File: config.mk
export PLATFORM = sky130hd
export DESIGN_NAME = sidiv_prep
export DESIGN_NICKNAME = d
export VERILOG_FILES = /design/src/sidiv_pkg.sv /design/src/sidiv_prep.sv
export SDC_FILE = /design/constraint.sdc
export NUM_CORES = 1
export LEC_CHECK = 0
export BUFFER_PORTS_ARGS = -buffer_cell sky130_fd_sc_hd__buf_2
export CAP_MARGIN = 15
export CORE_MARGIN = 3
export CORE_UTILIZATION = 50
export DETAILED_ROUTE_END_ITERATION = 10
export GPL_ROUTABILITY_DRIVEN = 0
export GPL_TIMING_DRIVEN = 0
export PLACE_DENSITY = 0.82
export SLEW_MARGIN = 25
export SYNTH_ARGS = -nofsm -noshare
export SYNTH_HDL_FRONTEND = slang
export SYNTH_SLANG_ARGS = --single-unit
File: constraint.sdc
create_clock -name clock -period 4.6 [get_ports clock]
set_input_delay 1.38 -clock clock [delete_from_list [all_inputs] [get_ports clock]]
set_output_delay 1.38 -clock clock [all_outputs]
set_load 0.05 [all_outputs]
File: src/sidiv_pkg.sv
package sidiv_pkg;

   // control that travels down the pipeline next to each operand pair
   typedef struct packed {
      logic valid;
      logic neg;
      logic sat;
      logic dbz;
   } sidiv_ctrl_type;

endpackage

File: src/sidiv_prep.sv
module sidiv_prep
   import sidiv_pkg::*;
#(
   parameter int DATA_WIDTH = 32
) (
   input  logic                  clock,
   input  logic                  reset,
   input  logic                  accept,
   input  logic [DATA_WIDTH-1:0] dividend,
   input  logic [DATA_WIDTH-1:0] divisor,
   output sidiv_ctrl_type        ctrl,
   output logic [DATA_WIDTH-1:0] num,
   output logic [DATA_WIDTH-1:0] den
);

   localparam logic [DATA_WIDTH-1:0] MinNeg = {1'b1, {(DATA_WIDTH-1){1'b0}}};

   sidiv_ctrl_type        ctrl_ff, ctrl_in;
   logic [DATA_WIDTH-1:0] num_ff, num_in;
   logic [DATA_WIDTH-1:0] den_ff, den_in;

   always_comb begin
      ctrl_in.valid = accept;
      ctrl_in.neg   = dividend[DATA_WIDTH-1] ^ divisor[DATA_WIDTH-1];
      ctrl_in.dbz   = (divisor == '0);
      ctrl_in.sat   = (dividend == MinNeg) && (divisor == '1);
      num_in = dividend[DATA_WIDTH-1] ? (~dividend + 1'b1) : dividend;
      den_in = divisor[DATA_WIDTH-1] ? (~divisor + 1'b1) : divisor;
   end

   always_ff @(posedge clock) begin
      if (reset) begin
         ctrl_ff <= '0;
      end else begin
         ctrl_ff <= ctrl_in;
      end
   end

   always_ff @(posedge clock) begin
      num_ff <= num_in;
      den_ff <= den_in;
   end

   assign ctrl = ctrl_ff;
   assign num  = num_ff;
   assign den  = den_ff;

endmodule

==> results by group <==
Logic synthesis
  • #FFs+latches synth: 68
  • Cell count after synthesis: about 300
  • Post-synthesis sequential area ratio: 45.2%
  • Mapped Nets: 369
  • Syn. warnings: 0
  • Mapped Area: between 3000 and 4000 sq um
  • Number of distinct library cells after synthesis: 34
  • Number of flops mapped to enable cells by yosys: 0
  • Async S/R FF share, synth: 0%
  • Syn avg cell area: 10.1 sq um
  • Primary FF master, synth: dfxtp_1

Floorplanning
  • Die W: 83.6 microns
  • Initial Utilization: 53.0%
  • Core ar.: 5680 sq um
  • DIE HEIGHT: 83.6 microns
  • Num ports: around 140
  • Cell Rows: 27
  • DIE AREA: 6980 sq um

Timing
  • Min Tclk post-route: 2.88 ns
  • Max-slew violations: 0
  • Fin. Hold Viols: 0
  • Least-Margin Pin Slew: 0.719 ns
  • Worst slew margin: 51.7%
  • Final worst setup slack: 1.72 ns
  • Final setup vio count: 0
  • Setup TNS: 0 ns
  • Hold Slack: 1.17 ns
  • Unrepaired setup endpoints after global routing: no
  • Period utilisation layout: 62.7%
  • Max frequency: 347 MHz

Detailed routing
  • Router iterations before antenna repair: 4
  • Vias/cell: around 5.5
  • DRT Wirelength: about 8.2 mm
  • Drt drc: 0
  • Vias post-DR: ~2900
  • Routed length per instance: 15.7 microns
  • Initial drt markers: 105
  • Post-route antenna net violation count: 0

Critical path
  • CP arrival: approximately 3.2 ns
  • WP buf/inv: 1
  • Type of origin of the critical path: primary input
  • Critical path class: primary input to flip-flop
  • Crit Path Max Fanout: 8
  • Crit. End Element: flip-flop
  • CP Data Required Time: between 4 and 5 ns
  • Max stage delay cell, worst path: nor3_1
  • CP delay by family, top: simple AND/OR/NAND/NOR gates
  • CP Cell Sequence: buf_2 > nor3_1 > nand2_1 > o41ai_1 > xnor2_1
  • Slowest cell delay on critical path: 0.60 ns

Final layout
  • # nets final: 513
  • Fin area: approximately 4000 sq um
  • Share of layout cells above drive strength 1: 37.2%
  • Synthesis-to-layout area growth: 31.9%
  • Ant diodes: 0

Power
  • Pwr Density: 401 nW/um^2
  • Final total power: 1.59 mW
  • VDD IR-drop max: between 200 and 250 uV
  • Pleak: 1.64 nW

Clock tree
  • Setup bufs post-CTS: 0
  • Clk root buf: clkbuf_8
  • H-tree Lvls: 3
  • Hold Buf Count CTS: 0
  • CTS clk-pin slew, worst paths: around 0.070 ns
  • Post_cts resized: 0
  • Sinks on Clock Net: 68
  • CTS tree: built
  • Max clock buf depth: 2
  • Clock buffer count from CTS: 9

Placed design
  • Post-detail-place hpwl: 6.34 mm
  • Setup slack at placement: 1.42 ns
  • I/O Buffers: 133
  • Cell Area, Placed: roughly 3800 sq um

Global route
  • Grt ovf: 0
  • First-pass GRT wire length: 13.3 mm
  • Vias in the first global route: 2802
  • Total global-route track usage: a little under a quarter
  • Initial antenna violation count: 0
  • Largest net degree at the start of global routing: 12

Run
  • Maxcap violations: 0

Run status
  • Outcome: complete, no violations

Worst hold path
  • Hold Path Class: primary input to flip-flop
## per-stage QoR
stage,utilization (%),std cells
final,69.9,518
after global routing,69.9,518
after CTS,69.9,518
after detailed placement,66.3,502
after global placement,66.3,502
after floorplan,-,297
## cell type report
| class | count | area (sq um) |
|---|---|---|
| Fill cell | 447 | 1710 |
| Clock buffer | 12 | 155 |
| Tap cell | 72 | 90.1 |
| Timing Repair Buffer | 133 | 666 |
| Buffer | 8 | 31.3 |
| Clock inverter | 4 | 47.5 |
| Sequential cell | 68 | 1360 |
| Multi-Input combinational cell | 215 | 1590 |
| Inverter | 6 | 22.5 |
## layout by cell type, fill, tap and decap left out, types with 2 or more instances in the layout
master	instances
buf_2	134
clkbuf_1	8
clkbuf_8	11
clkinv_2	2
dfxtp_1	68
ha_1	5
inv_1	6
nand2_1	23
nand2b_1	7
nand3_1	8
nand4_1	9
nand4b_1	2
nor2_1	8
nor2b_1	2
nor3_1	15
nor4_1	4
nor4_2	3
o21ai_0	11
o31ai_1	18
o41ai_1	13
o41ai_2	5
or2_2	3
or3_1	7
or4_1	2
xnor2_1	59
## where the power goes
part | switching [mW] | internal (mW)
logic | 0.316 | 0.114
clock network | 0.221 | 0.278
registers | 0.0139 | 0.647
## state kept, by name (all words and copies together) (netlist names)
signal,count
den,32
num,32
ctrl,4
## logic make-up after synthesis
family / count (synthesis) / synth area share (%)
simple gates: 102 / 19.8
flops: 68 / 45.2
xor+xnor: 59 / 17.2
compound gates: 49 / 13.9
buf+inv: 14 / 1.79
fa+ha+maj: 5 / 2.08
## metal layers
metal  GRT usage, %  vias up  part of all wire, %
met1           27.6     1328                   39
li1               -     1370                    -
met4           9.80        0                  2.0
met5              0        -                    0
met3           5.73       16                  9.4
met2           40.3      147                   50
## worst paths after layout
kind | from | to | slack [ns] | cells past startpoint
worst max-delay path | dividend[1] | num[29] | 1.72 | 5
worst min-delay path | dividend[0] | num[0] | 1.17 | 1
## cells in the mapped netlist, types with 2 or more instances
| library cell | number | share of area (%) |
|---|---|---|
| clkbuf_1 | 7 | 0.87 |
| dfxtp_1 | 68 | 45 |
| ha_1 | 5 | 2.1 |
| inv_1 | 6 | 0.75 |
| nand2_1 | 23 | 2.9 |
| nand2b_1 | 7 | 1.5 |
| nand3_1 | 8 | 1.3 |
| nand4_1 | 9 | 1.9 |
| nand4b_1 | 2 | 0.58 |
| nor2_1 | 8 | 1.0 |
| nor2b_1 | 2 | 0.42 |
| nor3_1 | 15 | 2.5 |
| nor4_1 | 4 | 0.83 |
| nor4_2 | 3 | 1.2 |
| o21ai_0 | 11 | 1.8 |
| o31ai_1 | 18 | 4.5 |
| o41ai_1 | 13 | 3.8 |
| o41ai_2 | 5 | 2.7 |
| or2_2 | 3 | 0.62 |
| or3_1 | 7 | 1.5 |
| or4_1 | 2 | 0.50 |
| xnor2_1 | 59 | 17 |
(Power assumes the default switching activity.)
