==> config.mk <==
export PLATFORM = sky130hd
export DESIGN_NAME = sidiv_post
export DESIGN_NICKNAME = d
export VERILOG_FILES = /design/src/sidiv_pkg.sv /design/src/sidiv_post.sv
export SDC_FILE = /design/constraint.sdc
export NUM_CORES = 1
export LEC_CHECK = 0
export BUFFER_PORTS_ARGS = -buffer_cell sky130_fd_sc_hd__buf_2
export CAP_MARGIN = 20
export CORE_AREA = 2 2 80 82
export DETAILED_ROUTE_END_ITERATION = 10
export DIE_AREA = 0 0 82 84
export PLACE_DENSITY = 0.58
export SLEW_MARGIN = 10
export SYNTH_ARGS = -nofsm -noshare
export SYNTH_HDL_FRONTEND = slang
export SYNTH_SLANG_ARGS = --single-unit
==> constraint.sdc <==
create_clock -name clock -period 5.9 [get_ports clock]
set_input_delay 0.59 -clock clock [delete_from_list [all_inputs] [get_ports clock]]
set_output_delay 0.59 -clock clock [all_outputs]
set_load 0.01 [all_outputs]
==> src/sidiv_pkg.sv <==
package sidiv_pkg;

   // control that travels down the pipeline next to each operand pair
   typedef struct packed {
      logic valid;
      logic neg;
      logic sat;
      logic dbz;
   } sidiv_ctrl_type;

endpackage

==> src/sidiv_post.sv <==
module sidiv_post
   import sidiv_pkg::*;
#(
   parameter int DATA_WIDTH = 32
) (
   input  logic                  clock,
   input  logic                  reset,
   input  sidiv_ctrl_type        ctrl,
   input  logic [DATA_WIDTH-1:0] quo,
   output logic                  strobe,
   output logic [DATA_WIDTH-1:0] quotient,
   output logic                  saturated,
   output logic                  divide_by_zero
);

   localparam logic [DATA_WIDTH-1:0] MaxPos = {1'b0, {(DATA_WIDTH-1){1'b1}}};

   logic                  strobe_ff;
   logic [DATA_WIDTH-1:0] quotient_ff, quotient_in;
   logic                  saturated_ff, dbz_ff;

   always_comb begin
      if (ctrl.dbz) begin
         quotient_in = '0;
      end else if (ctrl.sat) begin
         quotient_in = MaxPos;
      end else if (ctrl.neg) begin
         quotient_in = ~quo + 1'b1;
      end else begin
         quotient_in = quo;
      end
   end

   always_ff @(posedge clock) begin
      if (reset) begin
         strobe_ff <= 1'b0;
      end else begin
         strobe_ff <= ctrl.valid;
      end
   end

   always_ff @(posedge clock) begin
      quotient_ff  <= quotient_in;
      saturated_ff <= ctrl.sat & ~ctrl.dbz;
      dbz_ff       <= ctrl.dbz;
   end

   assign strobe         = strobe_ff;
   assign quotient       = quotient_ff;
   assign saturated      = saturated_ff;
   assign divide_by_zero = dbz_ff;

endmodule

==> flow_summary_export.csv, run 1 <==
group,metric,value,unit
status,outcome,"finished clean",
grt,overflow,0,
logic_synthesis,synthAdderAreaFrac,1.23,%
cells_and_area,final_cells,389,
cells_and_area,fillers,638,
worst_setup_path,crit_type,"input port to register",
route,drc,0,
sta,grt_setup_unrepaired,"false",
sta,fmax,406,MHz
logic_synthesis,synth_edf_count,0,
route,drt_pass1_iterations,5,
floorplanning,placeableCoreArea,6100,µm²
grt,grt_use_total,16.8,%
route,wl,5550,µm
floorplanning,dieArea,6890,µm²
logic_synthesis,syn_nets,293,
cells_and_area,diodes,0,
clock_network,holdBufCountCts,0,
logic_synthesis,synth_top_area_share,34.5,%
cells_and_area,fin_nets,351,
logic_synthesis,synth.distinct_cells,45,
grt,grt_pass1_vias,1884,
cells_and_area,area_growth,23.3,%
clock_network,htree_levels,2,
sta,whs,0.457,ns
floorplanning,die_h,84,µm
route,vias,2097,
cells_and_area,drive_above_1_share,28.8,%
logic_synthesis,synth_cells,253,
logic_synthesis,synth_top_family_by_area,"simple AND/OR/NAND/NOR gates",
grt,grt_max_degree,47,
flow_run,maxCapViolCount,0,
sta,hold_viol,0,
min_path,hp-class,"input port to register",
cells_and_area,fin_util,41.1,%
logic_synthesis,synth_mux_area_share,1.48,%
clock_network,cts_made_buffers,5,
placement,place_congestion,0.767,
worst_setup_path,crit_arrival,2.67,ns
logic_synthesis,ys_seq_area_share,34.5,%
power_and_ir_drop,powerDensity,222,nW/µm²
worst_setup_path,worstPathRequired,6.10,ns
logic_synthesis,synthFlopType,"dfxtp_1",
power_and_ir_drop,power.total,0.000556,W
clock_network,cts_setup_buffers,0,
min_path,min_path_cells,2,
power_and_ir_drop,p_leak,0.996,nW
sta,maxSlewViolCount,0,
route,antenna_left,0,
sta,period_share,41.8,%
clock_network,clockRootBuffer,"clkbuf_8",
placement,place_hpwl,3950,µm
clock_network,tritoncts,"built",
grt,grt_pass1_wl,9300,µm
cells_and_area,layout_common_cells,"buf_2 (72), dfxtp_1 (35), nor2_1 (25)",
floorplanning,start_util,33.3,%
route,wire_per_inst,14.3,µm
worst_setup_path,start_kind,"input port",
clock_network,clock-sinks,35,
logic_synthesis,synthXorXnorAreaFrac,4.31,%
logic_synthesis,yosys.area_share.simple,36.2,%
clock_network,path_clk_slew,0.07,ns
logic_synthesis,synth_area_per_cell,8.03,µm²
logic_synthesis,synth_compound_area_share,17.3,%
power_and_ir_drop,ir_drop,0.0000885,V
logic_synthesis,netlist_top_cells_area,"dfxtp_1 (35%), nor3_1 (5.4%), nor2_1 (4.6%)",
worst_setup_path,crit_fanout,8,
route,vias_per_cell,5.39,
sta,finalSetupViolCount,0,
sta,slew_headroom,31.2,%
route,drt_iter0_markers,162,
placement,dpl.cell_count,381,
clock_network,cts_buffer_depth,2,
sta,tns,0,ns
logic_synthesis,synth_top_area_cell,"dfxtp_1",
grt,antenna_found_initial,0,
worst_setup_path,cp-end-kind,"register",
floorplanning,die_w,82,µm
placement,port_buffers,72,
cells_and_area,final_common_cell,"buf_2",
logic_synthesis,synth-seq-cells,35,
logic_synthesis,synth_area,2030,µm²
sta,period_needed,2.46,ns
clock_network,cts.repair.resized,0,
sta,tightest_slew,1.02,ns
logic_synthesis,synth_warnings,0,
floorplanning,std_cell_rows,29,
logic_synthesis,synthArstFlopShare,0,%
floorplanning,io_pins,73,
## worst max-delay path: stages
cell and delay [ns]:
buf_2 0.14, nor4_1 0.88, nand3_1 0.20, or4b_2 0.68
o211ai_1 0.17
## flip-flops by register name (all words and copies together) (netlist names)
register	count
strobe	1
divide_by_zero	1
saturated	1
quotient	32
## area by class of cell
class	instances	area [µm²]	share of cell area [%]
sequential	35	701	28.0
timing repair buffer	72	360	14.4
clock inverter	2	16.3	0.650
tap	77	96.3	3.85
multi-input combinational	192	1230	49.1
inverter	5	18.8	0.750
clock buffer	6	82.6	3.30
## cell families (layout without fill, tap and decap cells)
| group | after synthesis | in the layout |
|---|---|---|
| and+or+nand+nor | 126 | 126 |
| DFF | 35 | 35 |
| muxes | 3 | 3 |
| xor gates and xnor gates | 10 | 10 |
| buffers and inverters | 26 | 85 |
| adders and majority gates | 2 | 2 |
| AOI/OAI and AO/OA | 51 | 51 |
## per-stage QoR
step	cell area [µm²]	worst slack (ns)
after floorplan	2030	3.46
after global placement	2400	3.13
after detailed placement	2400	3.18
after CTS	2500	3.45
after global routing	2500	3.26
final	2500	3.44
## cell usage after synthesis, types with 3 or more instances
cell / instances
inv_1: 5
a21oi_1: 17
xor2_1: 9
o311a_1: 3
and3_1: 3
a211oi_1: 3
a311oi_1: 4
o41ai_1: 3
nand4_1: 3
nor4b_1: 3
mux2i_1: 3
nor3_1: 22
nor2b_1: 4
nor2_1: 25
or4_1: 8
nand3_1: 10
o21ai_0: 7
or3_1: 6
nor4_1: 14
o211ai_1: 3
clkbuf_1: 16
dfxtp_1: 35
nand2_1: 10
o2111ai_1: 3
## worst paths after layout
path	end	slack [ns]	startpoint
worst max-delay path	quotient[31]	3.44	quo[23]
worst min-delay path	strobe	0.46	reset
## power by group
group / switching (W) / internal, W
logic: 0.0000674 / 0.0000444
registers: 0.00000401 / 0.000254
clock network: 0.0000910 / 0.0000953
total: 0.000162 / 0.000394
## per-layer routing
metal / GRT usage (%) / up-vias / routed length, µm
li1: - / 1074 / -
met1: 24.5 / 958 / 2650
met2: 25.4 / 61 / 2560
met3: 2.81 / 4 / 277
met4: 4.55 / 0 / 55
met5: 0 / - / 0
No activity file was read; power rests on OpenSTA's default activity.
==> inputs of run 2 (changes only) <==
Clock period 5.9 ns to 2.3 ns, I/O delays scaled along.
==> run 2 against run 1 <==
Combinational power grew to 2.8 times the previous value. Non-clock buffer count up 18. Clock-buffer cell count decreased by 1. Worst hold slack got worse by 0.37 ns. Clock power grew to 2.9 times the previous value. Sequential share of layout area down 1.6 points. Sequential power grew to 2.6 times the previous value. Utilization is 2.5 points higher. Sequential cell count unchanged.
==> flow_summary_export.csv, run 2 (synthesis results as in run 1) <==
group,metric,value,unit
route,wire_per_inst,14.4,µm
route,drt_iter0_markers,126,
sta,grt_setup_unrepaired,"false",
clock_network,clockRootBuffer,"clkbuf_8",
clock_network,clock-sinks,35,
grt,grt_use_total,17.5,%
route,drc,0,
sta,tightest_slew,0.678,ns
placement,port_buffers,72,
cells_and_area,diodes,0,
cells_and_area,fillers,626,
clock_network,htree_levels,2,
cells_and_area,area_growth,30.9,%
worst_setup_path,crit_end,"quotient[30]",
sta,slew_headroom,54.8,%
grt,overflow,0,
sta,hold_viol,0,
cells_and_area,largest_reg_flops,32,
cells_and_area,fin_nets,369,
cells_and_area,final_common_cell,"buf_2",
clock_network,path_clk_slew,0.07,ns
sta,fmax,512,MHz
clock_network,cts_made_buffers,5,
grt,antenna_found_initial,0,
route,antenna_left,0,
grt,grt_pass1_wl,9510,µm
clock_network,cts_buffer_depth,2,
grt,grt_pass1_vias,2039,
worst_setup_path,critical_path.startpoint,"quo[5]",
worst_setup_path,worstPathRequired,2.48,ns
floorplanning,start_util,33.3,%
floorplanning,placeableCoreArea,6100,µm²
worst_setup_path,cp-end-kind,"register",
worst_setup_path,crit_type,"input port to register",
floorplanning,die_h,84,µm
worst_setup_path,crit_arrival,2.13,ns
floorplanning,dieArea,6890,µm²
sta,finalSetupViolCount,0,
sta,whs,0.0914,ns
worst_setup_path,start_kind,"input port",
placement,place_congestion,0.795,
clock_network,tritoncts,"built",
clock_network,cts_setup_buffers,0,
worst_setup_path,crit_fanout,6,
power_and_ir_drop,ir_drop,0.000202,V
floorplanning,io_pins,73,
route,wl,5860,µm
sta,maxSlewViolCount,0,
sta,tns,0,ns
status,outcome,"finished clean",
min_path,hp-class,"input port to register",
clock_network,holdBufCountCts,0,
cells_and_area,drive_above_1_share,32.5,%
floorplanning,std_cell_rows,29,
floorplanning,die_w,82,µm
clock_network,cts.repair.resized,0,
placement,place_hpwl,4320,µm
cells_and_area,layout_common_cells,"buf_2 (72), dfxtp_1 (35), nor2_1 (25)",
route,vias_per_cell,5.44,
grt,grt_max_degree,37,
route,vias,2209,
sta,period_needed,1.95,ns
power_and_ir_drop,powerDensity,570,nW/µm²
power_and_ir_drop,p_leak,1.09,nW
route,drt_pass1_iterations,5,
sta,period_share,84.9,%
flow_run,maxCapViolCount,0,
[run 2: changes by cell type in the layout (fill, tap and decap cells not counted)]
cell       previous run  this run
buf_12                0         1
buf_4                 0        17
bufinv_16             0         1
clkbuf_8              6         5
clkinv_4              1         0
[run 2: where the power goes]
group          total (W)  switching, W  internal (W)
sequential      0.000663     0.0000108      0.000652
combinational   0.000308      0.000179      0.000129
clock           0.000545      0.000228      0.000317
total            0.00152      0.000418       0.00110
[run 2: worst min-delay path by stage]
stage / from / endpoint / slack (ns) / cells past startpoint
floorplan: ctrl[0] / divide_by_zero / 0.26 / 0
global placement: reset / strobe / 0.38 / 2
detailed placement: reset / strobe / 0.39 / 2
CTS: reset / strobe / 0.08 / 2
global route: reset / strobe / 0.08 / 2
finish: reset / strobe / 0.09 / 2
[run 2: through the flow]
| stage | worst slack, ns | utilization, % | power, W | instance area, µm² | std cells |
|---|---|---|---|---|---|
| floorplan | 0.224 | - | 0.000841 | 2030 | 253 |
| global placement | 0.0770 | 41.9 | 0.000983 | 2550 | 399 |
| detailed placement | 0.0677 | 41.9 | 0.000985 | 2550 | 399 |
| CTS | 0.349 | 43.6 | 0.00154 | 2660 | 406 |
| global route | 0.251 | 43.6 | 0.00160 | 2660 | 406 |
| finish | 0.347 | 43.6 | 0.00152 | 2660 | 406 |
[run 2: critical path, stage by stage]
cell	delay [ns]
buf_2	0.11
or4_1	0.63
or4_4	0.50
or4b_1	0.55
o211a_1	0.12
[run 2: area by class of cell]
class | count | area, µm² | share of cell area [%]
Multi-Input combinational cell | 192 | 1230 | 46.2
Sequential cell | 35 | 701 | 26.4
Timing Repair Buffer | 90 | 508 | 19.1
Tap cell | 77 | 96.3 | 3.62
Clock buffer | 5 | 68.8 | 2.59
Clock inverter | 2 | 37.5 | 1.41
Inverter | 5 | 18.8 | 0.706
[run 2: layer usage]
layer | up-vias | GRT usage [%] | part of all wire (%)
met1 | 1021 | 23.5 | 48
met5 | - | 0 | 0
li1 | 1112 | - | -
met3 | 10 | 4.00 | 5.7
met2 | 66 | 27.0 | 45
met4 | 0 | 6.36 | 1.7
==> inputs of run 3 (changes only) <==
Settings changed: PLACE_DENSITY 0.58 to 0.6.
Clock period 2.3 ns to 1.7 ns, I/O delays scaled along.
==> run 3 against run 2 <==
The flow now finishes with violations (negative setup slack). Wire length rose by 11%. Sequential cell count did not move. Via count rose by 7.2%. Worst hold slack got worse by 0.067 ns. Combinational power rose by 59%. Non-clock buffer count rose by 36. Final cell count rose by 9.1%. Utilization rose by 6.6 points. Cell area rose by 15%. Die area did not move. Clock power rose by 46%. Global-route usage rose by 1.9 points. Critical endpoint is now quotient[26].
==> flow_summary_export.csv, run 3 (synthesis results as in run 1) <==
group,metric,value,unit
worst_setup_path,crit_path_top_delay_cell,"or4_4",
floorplanning,dieArea,6890,µm²
cells_and_area,final_cells,443,
cells_and_area,drive_above_1_share,42.9,%
worst_setup_path,crit_fanout,4,
placement,place_hpwl,4780,µm
worst_setup_path,path_cells,"buf_6 > or4_4 > or4_4 > or4_1 > and3_1",
min_path,hp-class,"input port to register",
cells_and_area,area_growth,50.8,%
floorplanning,std_cell_rows,29,
grt,antenna_found_initial,0,
floorplanning,io_pins,73,
placement,dpl.cell_count,434,
sta,slew_headroom,68.6,%
sta,fmax,563,MHz
power_and_ir_drop,powerDensity,713,nW/µm²
sta,finalSetupViolCount,4,
worst_setup_path,cp-end-kind,"register",
sta,setup_slack,-0.0755,ns
route,drc,0,
placement,place_congestion,0.796,
flow_run,maxCapViolCount,0,
clock_network,tritoncts,"built",
grt,grt_max_degree,24,
clock_network,cts_made_buffers,5,
power_and_ir_drop,p_leak,1.30,nW
cells_and_area,fillers,607,
sta,period_share,104,%
grt,grt_use_total,19.4,%
cells_and_area,multiInputGateArea,1320,µm²
worst_setup_path,worstPathRequired,1.88,ns
cells_and_area,final_common_cell,"buf_2",
clock_network,cts_buffer_depth,2,
floorplanning,start_util,33.3,%
cells_and_area,fin_nets,405,
sta,maxSlewViolCount,0,
clock_network,holdBufCountCts,0,
power_and_ir_drop,power.total,0.00218,W
cells_and_area,layout_common_cells,"buf_2 (68), buf_4 (53), dfxtp_1 (35)",
sta,tns,-0.167,ns
route,antenna_left,0,
power_and_ir_drop,ir_drop,0.000375,V
grt,grt_pass1_wl,10600,µm
worst_setup_path,crit_top_cell,"or4_4",
placement,port_buffers,72,
grt,overflow,0,
route,drt_pass1_iterations,4,
floorplanning,placeableCoreArea,6100,µm²
route,wl,6530,µm
cells_and_area,diodes,0,
floorplanning,die_w,82,µm
sta,grt_setup_unrepaired,"true",
worst_setup_path,crit_type,"input port to register",
clock_network,htree_levels,2,
worst_setup_path,crit_arrival,1.96,ns
sta,hold_viol,0,
route,wire_per_inst,14.7,µm
clock_network,clock-sinks,35,
clock_network,path_clk_slew,0.08,ns
status,outcome,"finished with violations",
clock_network,clockRootBuffer,"clkbuf_8",
grt,grt_pass1_vias,2283,
worst_setup_path,start_kind,"input port",
worst_setup_path,critPathMaxStageDelay,0.54,ns
sta,period_needed,1.78,ns
route,vias,2369,
status,violations,"negative setup slack",
cells_and_area,regArea,701,µm²
route,vias_per_cell,5.35,
floorplanning,die_h,84,µm
cells_and_area,largest_reg_flops,32,
route,drt_iter0_markers,121,
sta,tightest_slew,0.471,ns
## run 3: per-layer routing
metal	GRT usage [%]	part of all wire, %
met2	31.9	49
met3	3.14	5.4
met4	7.42	1.6
met1	24.9	44
met5	0	0
## run 3: final timing paths
check,start,endpoint,cells after the start
hold / removal,reset,strobe,2
setup / recovery,quo[11],quotient[26],5
## run 3: where the power goes
| group | leakage (nW) | internal, W | total (W) | switching [W] |
|---|---|---|---|---|
| sequential | 0.294 | 0.000882 | 0.000898 | 0.0000152 |
| combinational | 0.947 | 0.000223 | 0.000491 | 0.000268 |
| clock | 0.0612 | 0.000475 | 0.000797 | 0.000322 |
## run 3: critical path, delay by kind of cell
family,cells,cell delay [ns]
buf+inv,1,0.09
simple gates,4,1.70
## run 3: final cells by class
type,instances,share of cell area [%]
sequential,35,22.9
tap,77,3.15
clock inverter,2,1.14
clock buffer,6,2.70
inverter,5,1.27
multi-input combinational,192,42.9
timing repair buffer,126,25.9
## run 3: timing repair
| action | CTS | global route |
|---|---|---|
| gates resized for setup | 6 | 5 |
| pin swaps | 4 | 4 |
| setup endpoints to repair | 6 | 6 |
| setup buffers | 0 | 1 |
## run 3: per-stage QoR
stage          hold WS (ns)  instance area [µm²]  setup WS [ns]  utilization (%)
3_5_place_dp          0.332                 2880         -0.425             47.2
4_1_cts              0.0198                 3030        -0.0962             49.7
6_report             0.0243                 3060        -0.0755             50.2
3_3_place_gp          0.325                 2880         -0.391             47.2
2_1_floorplan         0.198                 2120         -0.297                -
5_1_grt              0.0231                 3060        -0.0777             50.2
