--- config.mk ---
export PLATFORM = sky130hd
export DESIGN_NAME = sidiv_step
export DESIGN_NICKNAME = d
export VERILOG_FILES = /design/src/sidiv_pkg.sv /design/src/sidiv_step.sv
export SDC_FILE = /design/constraint.sdc
export NUM_CORES = 1
export LEC_CHECK = 0
export BUFFER_PORTS_ARGS = -buffer_cell sky130_fd_sc_hd__clkbuf_2
export CORE_MARGIN = 2
export CORE_UTILIZATION = 51
export CTS_BUF_LIST = sky130_fd_sc_hd__clkbuf_16
export DETAILED_ROUTE_END_ITERATION = 16
export PLACE_DENSITY_LB_ADDON = 0.3
export SLEW_MARGIN = 20
export SYNTH_ARGS = -nofsm -noshare
export SYNTH_HDL_FRONTEND = slang
export SYNTH_SLANG_ARGS = --single-unit
--- constraint.sdc ---
create_clock -name clock -period 7.5 [get_ports clock]
set_clock_uncertainty 0.2 [all_clocks]
set_input_delay 1.5 -clock clock [delete_from_list [all_inputs] [get_ports clock]]
set_output_delay 1.5 -clock clock [all_outputs]
set_load 0.02 [all_outputs]
--- src/sidiv_pkg.sv ---
package sidiv_pkg;

   // control that travels down the pipeline next to each operand pair
   typedef struct packed {
      logic valid;
      logic neg;
      logic sat;
      logic dbz;
   } sidiv_ctrl_type;

endpackage

--- src/sidiv_step.sv ---
module sidiv_step
   import sidiv_pkg::*;
#(
   parameter int DATA_WIDTH = 32
) (
   input  logic                  clock,
   input  logic                  reset,
   input  sidiv_ctrl_type        ctrl_i,
   input  logic [DATA_WIDTH-1:0] rem_i,
   input  logic [DATA_WIDTH-1:0] num_i,
   input  logic [DATA_WIDTH-1:0] den_i,
   output sidiv_ctrl_type        ctrl_o,
   output logic [DATA_WIDTH-1:0] rem_o,
   output logic [DATA_WIDTH-1:0] num_o,
   output logic [DATA_WIDTH-1:0] den_o
);

   sidiv_ctrl_type        ctrl_ff;
   logic [DATA_WIDTH-1:0] rem_ff, rem_in;
   logic [DATA_WIDTH-1:0] num_ff, num_in;
   logic [DATA_WIDTH-1:0] den_ff;
   logic [DATA_WIDTH:0]   trial;
   logic                  fit;

   // num shifts left; its top bit feeds the remainder, the quotient bit fills the bottom
   always_comb begin
      trial  = {rem_i, num_i[DATA_WIDTH-1]} - {1'b0, den_i};
      fit    = ~trial[DATA_WIDTH];
      rem_in = fit ? trial[DATA_WIDTH-1:0] : {rem_i[DATA_WIDTH-2:0], num_i[DATA_WIDTH-1]};
      num_in = {num_i[DATA_WIDTH-2:0], fit};
   end

   always_ff @(posedge clock) begin
      if (reset) begin
         ctrl_ff <= '0;
      end else begin
         ctrl_ff <= ctrl_i;
      end
   end

   always_ff @(posedge clock) begin
      rem_ff <= rem_in;
      num_ff <= num_in;
      den_ff <= den_i;
   end

   assign ctrl_o = ctrl_ff;
   assign rem_o  = rem_ff;
   assign num_o  = num_ff;
   assign den_o  = den_ff;

endmodule

==> metrics.cfg, run 1 <==
[status]
run_status = completed

[floorplanning]
ios = 202
coreArea_um2 = 8640
start_util = 0.519
rows = 34
die_area_um2 = 9550
die_w_um = 97.7
dieHeight_um = 97.7

[logic_synthesis]
synth_top_cell_by_area = dfxtp_1
synthFlopType = dfxtp_1
synth_top_area_frac = 0.447
syn_area_um2 = 4480
ys_seq_elements = 100
avgSynthCellArea_um2 = 9.66
synthTopCellsByArea = dfxtp_1, ha_1, mux2_4
yosysUniqueCellTypes = 49
syn_nets = 599
yosys_warnings = 0
syn_inst = 464
yosysSeqAreaShare = 0.447
synth_edf_count = 0
async_reset_ff_frac = 0

[placement]
hpwl_um = 9180
gp_congestion = 0.909
portBuffers = 201
postPlaceCellArea_um2 = 5540

[critical_path]
crit_slowest_cell = o211ai_4
cpPeakStageDelay_ns = 0.63
end_kind = flop
critPathKind = primary input to flop
required_ns = 7.53
cp_max_fo = 28
critical_path.cell_chain = clkbuf_2 -> inv_1 -> ha_1 -> a21oi_4 -> o211ai_1 -> a221o_1 -> a211o_1 -> o21a_1 -> o211ai_4 -> inv_2 -> mux2_4
arrival_ns = 4.77
cp-start-kind = primary input
crit_start = den_i[16]
endpoint = rem_o[15]

[run]
timing.max_cap.violations = 0

[power_and_ir_drop]
total_power_mw = 1.49
switchingPower_mw = 0.467
power.internal_mw = 1.02
switching_share = 0.314
power_frac_comb = 0.274
pwr-share-clk = 0.319
ir_drop_uv = 118
power_frac_seq = 0.406
power_density_nw_per_um2 = 254
p_leak_nw = 3.08

[global_routing]
antenna_found_initial = 0
grt_pass1_vias = 4038
grt.overflow.total = 0
grt_max_degree = 29
grt_use_total = 0.239
grt_pass1_wl_um = 18700

[finish]
final_cell_mix = clkbuf_2, dfxtp_1, nand2_1
nets = 796
seq_area_um2 = 2000
final_common_cell = clkbuf_2
drive_gt1_frac = 0.359
area_delta_synth_final_pct = 30.6
fillCellCount = 742
final_util = 0.677
fin_area_um2 = 5850
diodes = 0
multi_input_area_um2 = 2240

[clock_tree]
clk_path_buf_depth = 2
cts_tree = done
postCtsSetupBuffers = 0
clkSlewWorstSetupHoldPaths_ns = 0.07
cts_sinks = 100
cts_max_level = 3
cts_buffers = 9
cts_root_buf = clkbuf_16
postCtsHoldBufs = 0
cts_resized = 0

[timing]
max_clock_freq_mhz = 211
maxSlewHeadroom = 0.508
post-route-period-util = 0.632
hold_viol = 0
min_period_ns = 4.74
tns_ns = 0
rsz0062_at_grt = no
worst_slew_pin_slew_ns = 0.735
drv_slew = 0
finalSetupViolCount = 0

[min_path]
min_path_type = primary input to flop

[detailed_routing]
vias_per_cell = 5.24
vias = 4058
wl_um = 11400
drc = 0
wl_per_cell_um = 14.8
ant_nets = 0
drt-initial-drc-count = 130
drt_first_pass_iters = 5

[registers in the layout, summed over array words and instances (netlist names)]
name	cells
ctrl_o	4
num_o	32
rem_o	32
den_o	32
[power by group through the flow]
stage | clock, mW | sequential (mW) | combinational [mW]
CTS | 0.486 | 0.605 | 0.408
detailed placement | 0 | 0.617 | 0.406
finish | 0.475 | 0.604 | 0.407
global placement | 0 | 0.616 | 0.399
floorplan | 0 | 0.691 | 0.202
global route | 0.507 | 0.610 | 0.441
[stage by stage]
| stage | worst slack, ns | hold WS, ns | std cells |
|---|---|---|---|
| 2_1_floorplan | 3.42 | 1.33 | 464 |
| 3_3_place_gp | 2.52 | 1.40 | 758 |
| 3_5_place_dp | 2.40 | 1.40 | 758 |
| 4_1_cts | 2.75 | 1.05 | 774 |
| 5_1_grt | 2.59 | 1.04 | 774 |
| 6_report | 2.76 | 1.05 | 774 |
[per-layer routing]
metal  up-vias  global-route usage  routed length (um)  share of wire
met1      1879               0.288                4790           0.42
met3         8              0.0501                 793          0.069
li1       2011                   -                   -              -
met2       160               0.427                5810           0.51
met4         0              0.0737                  55         0.0048
met5         -                   0                   0              0
[cells in the mapped netlist, drive strengths merged (2+ instances only)]
| cell type | number |
|---|---|
| ha | 32 |
| nor3 | 4 |
| buf | 4 |
| o31ai | 5 |
| nand3 | 11 |
| clkbuf | 11 |
| and2 | 3 |
| nand2b | 5 |
| xnor2 | 14 |
| and4 | 2 |
| nor2 | 16 |
| dfxtp | 100 |
| a211oi | 4 |
| nand4 | 7 |
| a21boi | 2 |
| nor2b | 9 |
| xor2 | 10 |
| a21oi | 36 |
| mux2 | 18 |
| a21o | 15 |
| o21ai | 24 |
| o211ai | 9 |
| o2111ai | 2 |
| a31oi | 2 |
| o21a | 6 |
| nand2 | 44 |
| o41ai | 2 |
| and3 | 6 |
| inv | 42 |
| o21bai | 5 |
[kinds of logic after synthesis]
family / share of synthesized area
xor gates and xnor gates: 0.0469
AOI/OAI and AO/OA: 0.178
and+or+nand+nor: 0.121
muxes: 0.0603
buffers and inverters: 0.0531
adders and majority gates: 0.0938
DFF: 0.447
[critical path, delay by kind of cell]
kind                       cells  cell delay [ns]
buffers and inverters          3             0.63
AOI/OAI and AO/OA              6             1.82
muxes                          1             0.41
adders and majority gates      1             0.40
[cell type report]
cell class              count  share of cell area
multi-input cells         307               0.383
flip-flops and latches    100               0.342
repair buffers            201               0.172
clock buffers               9              0.0385
inverters                  42              0.0270
well taps                 108              0.0231
clock inverters             7              0.0141
[worst min path at each step]
stage,from,to,slack [ns],cells after the start
after floorplan,den_i[0],den_o[0],1.33,0
after global placement,num_i[17],num_o[18],1.40,1
after detailed placement,num_i[2],num_o[3],1.40,1
after CTS,num_i[1],num_o[2],1.05,1
after global routing,num_i[2],num_o[3],1.04,1
final,num_i[25],num_o[26],1.05,1
No activity file was read; power rests on OpenSTA's default activity.
==> run 2, diff against run 1 <==
ABC_AREA = 1   (was not set)
CORE_UTILIZATION = 49   (was 51)
clock period = 4.61 ns   (was 7.5 ns; I/O delays follow)
==> run 2 against run 1 <==
  * Worst hold slack lost 0.59 ns
  * Combinational power rose by 64%
  * Non-clock buffer count unchanged
  * Power grew 60%
  * Utilization decreased by 3.8 points
  * Synthesized area grew 16%
  * Largest cell class unchanged
  * Via count rose by 30%
  * Synthesized cell count is 70% higher
  * First-iteration DRC count is 100% higher
  * Critical endpoint is now rem_o[2]
  * Worst setup slack worse by 1.0 ns
  * Design area rose by 13%
  * Critical path depth increased by 6
==> metrics.cfg, run 2 <==
[status]
run_status = completed  ; unchanged

[placement]
hpwl_um = 11300  ; was 9180 um
preCtsSetupSlack_ns = 1.39  ; was 2.40 ns
portBuffers = 201  ; unchanged
gp_congestion = 0.937  ; was 0.909
postPlaceCellArea_um2 = 6310  ; was 5540 um2

[timing]
worst_slew_pin_slew_ns = 0.399  ; was 0.735 ns
min_period_ns = 2.86
max_clock_freq_mhz = 350
rsz0062_at_grt = no  ; unchanged
fin_ws_ns = 1.75  ; was 2.76 ns
drv_slew = 0  ; unchanged
post-route-period-util = 0.620
finalSetupViolCount = 0  ; unchanged
maxSlewHeadroom = 0.734  ; was 0.508
tns_ns = 0  ; unchanged
hold_viol = 0  ; unchanged

[clock_tree]
clkSlewWorstSetupHoldPaths_ns = 0.07  ; about the same
clk_path_buf_depth = 2  ; unchanged
cts_max_level = 3  ; unchanged
cts_tree = done  ; unchanged
cts_resized = 0  ; unchanged
postCtsSetupBuffers = 0  ; unchanged
cts_root_buf = clkbuf_16  ; unchanged
cts_buffers = 9  ; unchanged
postCtsHoldBufs = 0  ; unchanged
cts_sinks = 100  ; unchanged

[logic_synthesis]
synth_top_family_by_area = simple AND/OR/NAND/NOR gates  ; was compound AO/OA/AOI/OAI gates
synth_edf_count = 0  ; unchanged
syn_inst = 791  ; was 464
synth-xor-area-share = 0.0253  ; was 0.0469
yosys.area_share.simple = 0.344  ; was 0.121
yosys-top-cells-count = nand2_1, inv_1, dfxtp_1  ; was dfxtp_1, nand2_1, inv_1
synth_mux_area_frac = 0  ; was 0.0603
synthTopCellsByArea = dfxtp_1, nand2_1, inv_1  ; was dfxtp_1, ha_1, mux2_4
avgSynthCellArea_um2 = 6.57  ; was 9.66 um2
ys_seq_elements = 100  ; unchanged
synth-compound-area-share = 0.0356  ; was 0.178
syn_area_um2 = 5200  ; was 4480 um2
syn_nets = 926  ; was 599
synth_top_area_frac = 0.385  ; was 0.447
synth_fa_ha_area_frac = 0.0809  ; was 0.0938
yosysUniqueCellTypes = 24  ; was 49
synth_top_cell_by_area = dfxtp_1  ; unchanged
yosysMostFrequentCell = nand2_1  ; was dfxtp_1
async_reset_ff_frac = 0  ; unchanged
yosysSeqAreaShare = 0.385  ; was 0.447
yosys_warnings = 0  ; unchanged
synthFlopType = dfxtp_1  ; unchanged

[finish]
diodes = 0  ; unchanged
fin_area_um2 = 6600  ; was 5850 um2
final_common_cell = nand2_1  ; was clkbuf_2
area_delta_synth_final_pct = 26.9  ; was 30.6%
fillCellCount = 1031  ; was 742
drive_gt1_frac = 0.231  ; was 0.359
nets = 1132  ; was 796
final_cell_mix = nand2_1, clkbuf_2, inv_1  ; was clkbuf_2, dfxtp_1, nand2_1

[floorplanning]
rows = 37  ; was 34
start_util = 0.503  ; was 0.519
die_w_um = 107  ; was 97.7 um
die_area_um2 = 11400  ; was 9550 um2
ios = 202  ; unchanged
dieHeight_um = 107  ; was 97.7 um
coreArea_um2 = 10300  ; was 8640 um2

[power_and_ir_drop]
power_density_nw_per_um2 = 359  ; was 254 nW/um2
p_leak_nw = 4.14  ; was 3.08 nW
ir_drop_uv = 164  ; was 118 uV

[detailed_routing]
ant_nets = 0  ; unchanged
drt_first_pass_iters = 5  ; unchanged
vias = 5267  ; was 4058
drc = 0  ; unchanged
vias_per_cell = 4.63  ; was 5.24
wl_per_cell_um = 12.2  ; was 14.8 um
drt-initial-drc-count = 264  ; was 130
wl_um = 13900  ; was 11400 um

[critical_path]
critPathKind = primary input to flop  ; unchanged
arrival_ns = 2.95  ; was 4.77 ns
end_kind = flop  ; unchanged
required_ns = 4.70  ; was 7.53 ns
cp_max_fo = 32  ; was 28
cp-start-kind = primary input  ; unchanged

[global_routing]
grt_use_total = 0.244  ; was 0.239
grt_pass1_wl_um = 22100  ; was 18700 um
grt.overflow.total = 0  ; unchanged
grt_pass1_vias = 4789  ; was 4038
grt_max_degree = 34  ; was 29
antenna_found_initial = 0  ; unchanged

[min_path]
min_path_type = primary input to flop  ; unchanged

[run]
timing.max_cap.violations = 0  ; unchanged

-- run 2: cell types whose count changed after synthesis, moves of 8 or more --
cell,previous run,this run
o21ai_0,24,0
nand2_1,44,335
mux2_4,18,0
o211ai_1,8,0
a21oi_1,34,23
nor2b_1,9,0
nand2_2,0,8
xnor2_1,14,1
clkbuf_1,11,0
inv_1,41,161
nor2_1,16,43
a21o_1,15,0
nand3_1,11,31
-- run 2: per-stage QoR --
stage | util | total power [mW] | hold slack (ns) | std cells
finish | 0.639 | 2.37 | 0.467 | 1138
global route | 0.639 | 2.51 | 0.455 | 1138
CTS | 0.639 | 2.38 | 0.466 | 1138
detailed placement | 0.611 | 1.66 | 0.826 | 1122
global placement | 0.611 | 1.65 | 0.824 | 1122
floorplan | - | 1.44 | 0.750 | 791
-- run 2: critical path, cell delays in order --
cell,delay [ns]
clkbuf_2,0.09
inv_1,0.04
ha_1,0.22
fa_1,0.40
inv_1,0.11
nand2_1,0.05
nand2_1,0.07
nand3_1,0.08
nand2_2,0.11
nand2_1,0.07
nand2_2,0.07
nand2_2,0.07
nand2_2,0.08
nand2_2,0.06
nand2_4,0.31
nand2_1,0.11
nand2_1,0.09
-- run 2: area by class of cell --
type / count / area (um2) / share of cell area
Clock buffer: 9 / 225 / 0.0341
Clock inverter: 7 / 58.8 / 0.00892
Tap cell: 136 / 170 / 0.0258
Timing Repair Buffer: 201 / 1010 / 0.153
Inverter: 163 / 612 / 0.0928
Multi-Input combinational cell: 522 / 2520 / 0.382
Sequential cell: 100 / 2000 / 0.303
-- run 2: per-layer routing --
layer,up-vias,track usage,part of all wire
li1,2755,-,-
met1,2305,0.295,0.43
met2,188,0.439,0.48
met3,19,0.0529,0.078
met4,0,0.0603,0.011
met5,-,0,0
-- run 2: worst paths after layout --
path,to,cells past startpoint,slack [ns],from
worst max-delay path,rem_o[2],17,1.75,num_i[31]
worst min-delay path,num_o[29],1,0.47,num_i[28]
-- run 2: cell families (layout without fill, tap and decap cells) --
group                    Yosys count  in the layout
AO/OA/AOI/OAI                     32             32
XOR/XNOR                          15             15
adder cells (fa/ha/maj)           33             33
buffers and inverters            169            380
flip-flops                       100            100
AND/OR/NAND/NOR                  442            442
-- run 2: report_power, final --
part           internal [mW]  switching, mW
Combinational          0.224          0.445
Sequential             0.951         0.0211
Clock                  0.374          0.357
==> run 3, diff against run 2 <==
clock period = 2.65 ns   (was 4.61 ns; I/O delays follow)
==> run 3 against run 2 <==
  * Power up 77%
  * Critical path depth stayed put
  * Sequential power is 74% higher
  * Worst setup slack worse by 1.4 ns
  * Sequential share of layout area decreased by 0.90 points
  * Non-clock buffer count is 19 higher
  * Via count is 0.78% higher
  * Design area grew 3.1%
  * Die area unchanged
  * Combinational power increased by 84%
  * Count of clock-buffer cells in the layout is the same
  * First-iteration DRC count down 21%
  * Highest routed layer unchanged
==> metrics.cfg, run 3 (same netlist as run 2, synthesis figures left out) <==
[floorplanning]
rows = 37  ; unchanged
dieHeight_um = 107  ; unchanged
die_area_um2 = 11400  ; unchanged
coreArea_um2 = 10300  ; unchanged
start_util = 0.503  ; unchanged
ios = 202  ; unchanged
die_w_um = 107  ; unchanged

[critical_path]
crit_top_cell = nand2_1
required_ns = 2.69  ; was 4.70 ns
critical_path.cell_chain = clkbuf_2 -> inv_1 -> ha_1 -> fa_1 -> inv_1 -> nand2_1 -> nand2_1 -> nand3_1 -> nand2_2 -> nand2_1 -> nand2_2 -> nand2_2 -> nand3_1 -> nand2_4 -> buf_12 -> nand2_1 -> nand2_1  ; was clkbuf_2 -> inv_1 -> ha_1 -> fa_1 -> inv_1 -> nand2_1 -> nand2_1 -> nand3_1 -> nand2_2 -> nand2_1 -> nand2_2 -> nand2_2 -> nand2_2 -> nand2_2 -> nand2_4 -> nand2_1 -> nand2_1
crit_slowest_cell = fa_1  ; unchanged
cp-start-kind = primary input  ; unchanged
critPathKind = primary input to flop  ; unchanged
critPathTopFamily = simple AND/OR/NAND/NOR gates  ; unchanged
arrival_ns = 2.34  ; was 2.95 ns
cpPeakStageDelay_ns = 0.39  ; was 0.40 ns
end_kind = flop  ; unchanged
path_buf_inv = 4  ; was 3
cp_max_fo = 16  ; was 32

[status]
run_status = completed  ; unchanged

[global_routing]
grt_use_total = 0.245  ; was 0.244
grt.overflow.total = 0  ; unchanged
grt_most_used_layer = met2  ; unchanged
grt_max_degree = 20  ; was 34
met3_usage = 0.0547  ; was 0.0529
met2_usage = 0.427  ; was 0.439
antenna_found_initial = 0  ; unchanged
grt_pass1_wl_um = 22100  ; about the same
grt_pass1_vias = 4842  ; was 4789
globalRouteMet1Util = 0.296  ; was 0.295

[timing]
tns_ns = 0  ; unchanged
min_period_ns = 2.30
post-route-period-util = 0.867
max_clock_freq_mhz = 435
finalSetupViolCount = 0  ; unchanged
drv_slew = 0  ; unchanged
worst_slew_pin_slew_ns = 0.330  ; was 0.399 ns
maxSlewHeadroom = 0.779  ; was 0.734
hold_viol = 0  ; unchanged
rsz0062_at_grt = no  ; unchanged

[finish]
final_common_cell = nand2_1  ; unchanged
layoutNonFillerInstCount = 1157  ; was 1138
drive_gt1_frac = 0.246  ; was 0.231
diodes = 0  ; unchanged
area_delta_synth_final_pct = 30.8  ; was 26.9%
nets = 1151  ; was 1132
final_cell_mix = nand2_1, clkbuf_2, inv_1  ; unchanged

[placement]
hpwl_um = 11700  ; was 11300 um
portBuffers = 201  ; unchanged
dp.cells = 1141  ; was 1122
gp_congestion = 0.968  ; was 0.937

[clock_tree]
cts_max_level = 3  ; unchanged
postCtsSetupBuffers = 0  ; unchanged
postCtsHoldBufs = 0  ; unchanged
clk_path_buf_depth = 2  ; unchanged
cts_tree = done  ; unchanged
cts_buffers = 9  ; unchanged
clkSlewWorstSetupHoldPaths_ns = 0.07  ; about the same
cts_sinks = 100  ; unchanged
cts_resized = 0  ; unchanged
cts_root_buf = clkbuf_16  ; unchanged

[detailed_routing]
drc = 0  ; unchanged
drt_first_pass_iters = 5  ; unchanged
vias = 5308  ; was 5267
drt-initial-drc-count = 209  ; was 264
wl_per_cell_um = 11.9  ; was 12.2 um
ant_nets = 0  ; unchanged
vias_per_cell = 4.59  ; was 4.63
wl_um = 13800  ; was 13900 um

[min_path]
hold_end = num_o[2]  ; was num_o[29]
min_from = num_i[1]  ; was num_i[28]
whs_path_depth = 1  ; unchanged
min_path_type = primary input to flop  ; unchanged

[power_and_ir_drop]
power_density_nw_per_um2 = 617  ; was 359 nW/um2
p_leak_nw = 4.27  ; was 4.14 nW
ir_drop_uv = 456  ; was 164 uV

[run]
timing.max_cap.violations = 0  ; unchanged

## run 3: cell types whose count changed in the layout (fill, tap and decap cells not counted), sizes merged
cell / delta
inv: +2
buf: +19
clkinvlp: -2
## run 3: final cells by class
type,count,area (um2)
fillers,1015,3530
multi-input cells,522,2520
flip-flops and latches,100,2000
repair buffers,220,1200
inverters,163,612
clock buffers,9,225
well taps,136,170
clock inverters,7,67.6
## run 3: stage by stage
| stage | setup slack (ns) | util | instance area (um2) | total power, mW | hold slack [ns] |
|---|---|---|---|---|---|
| floorplan | 0.203 | - | 5200 | 2.51 | 0.358 |
| global placement | 0.110 | 0.630 | 6500 | 2.94 | 0.432 |
| detailed placement | -0.0120 | 0.630 | 6500 | 2.96 | 0.434 |
| CTS | 0.360 | 0.658 | 6800 | 4.24 | 0.0678 |
| global route | 0.163 | 0.658 | 6800 | 4.45 | 0.0641 |
| finish | 0.352 | 0.658 | 6800 | 4.19 | 0.0809 |
## run 3: worst max path at each step
| stage | from | endpoint | slack [ns] | cells past startpoint |
|---|---|---|---|---|
| after floorplan | num_i[31] | rem_o[19] | 0.20 | 16 |
| after global placement | num_i[31] | rem_o[29] | 0.11 | 17 |
| after detailed placement | num_i[31] | rem_o[19] | -0.01 | 17 |
| after CTS | num_i[31] | rem_o[19] | 0.36 | 17 |
| after global routing | num_i[31] | rem_o[21] | 0.16 | 17 |
| final | num_i[31] | rem_o[19] | 0.35 | 17 |
## run 3: layer usage
layer  up-vias  share of wire
met3        28          0.074
met2       197           0.47
met4         0          0.022
li1       2801              -
met1      2282           0.43
met5         -              0
## run 3: report_power, final
group,total [mW],switching (mW),internal (mW)
sequential,1.69,0.0379,1.65
clock,1.27,0.612,0.662
combinational,1.23,0.782,0.446
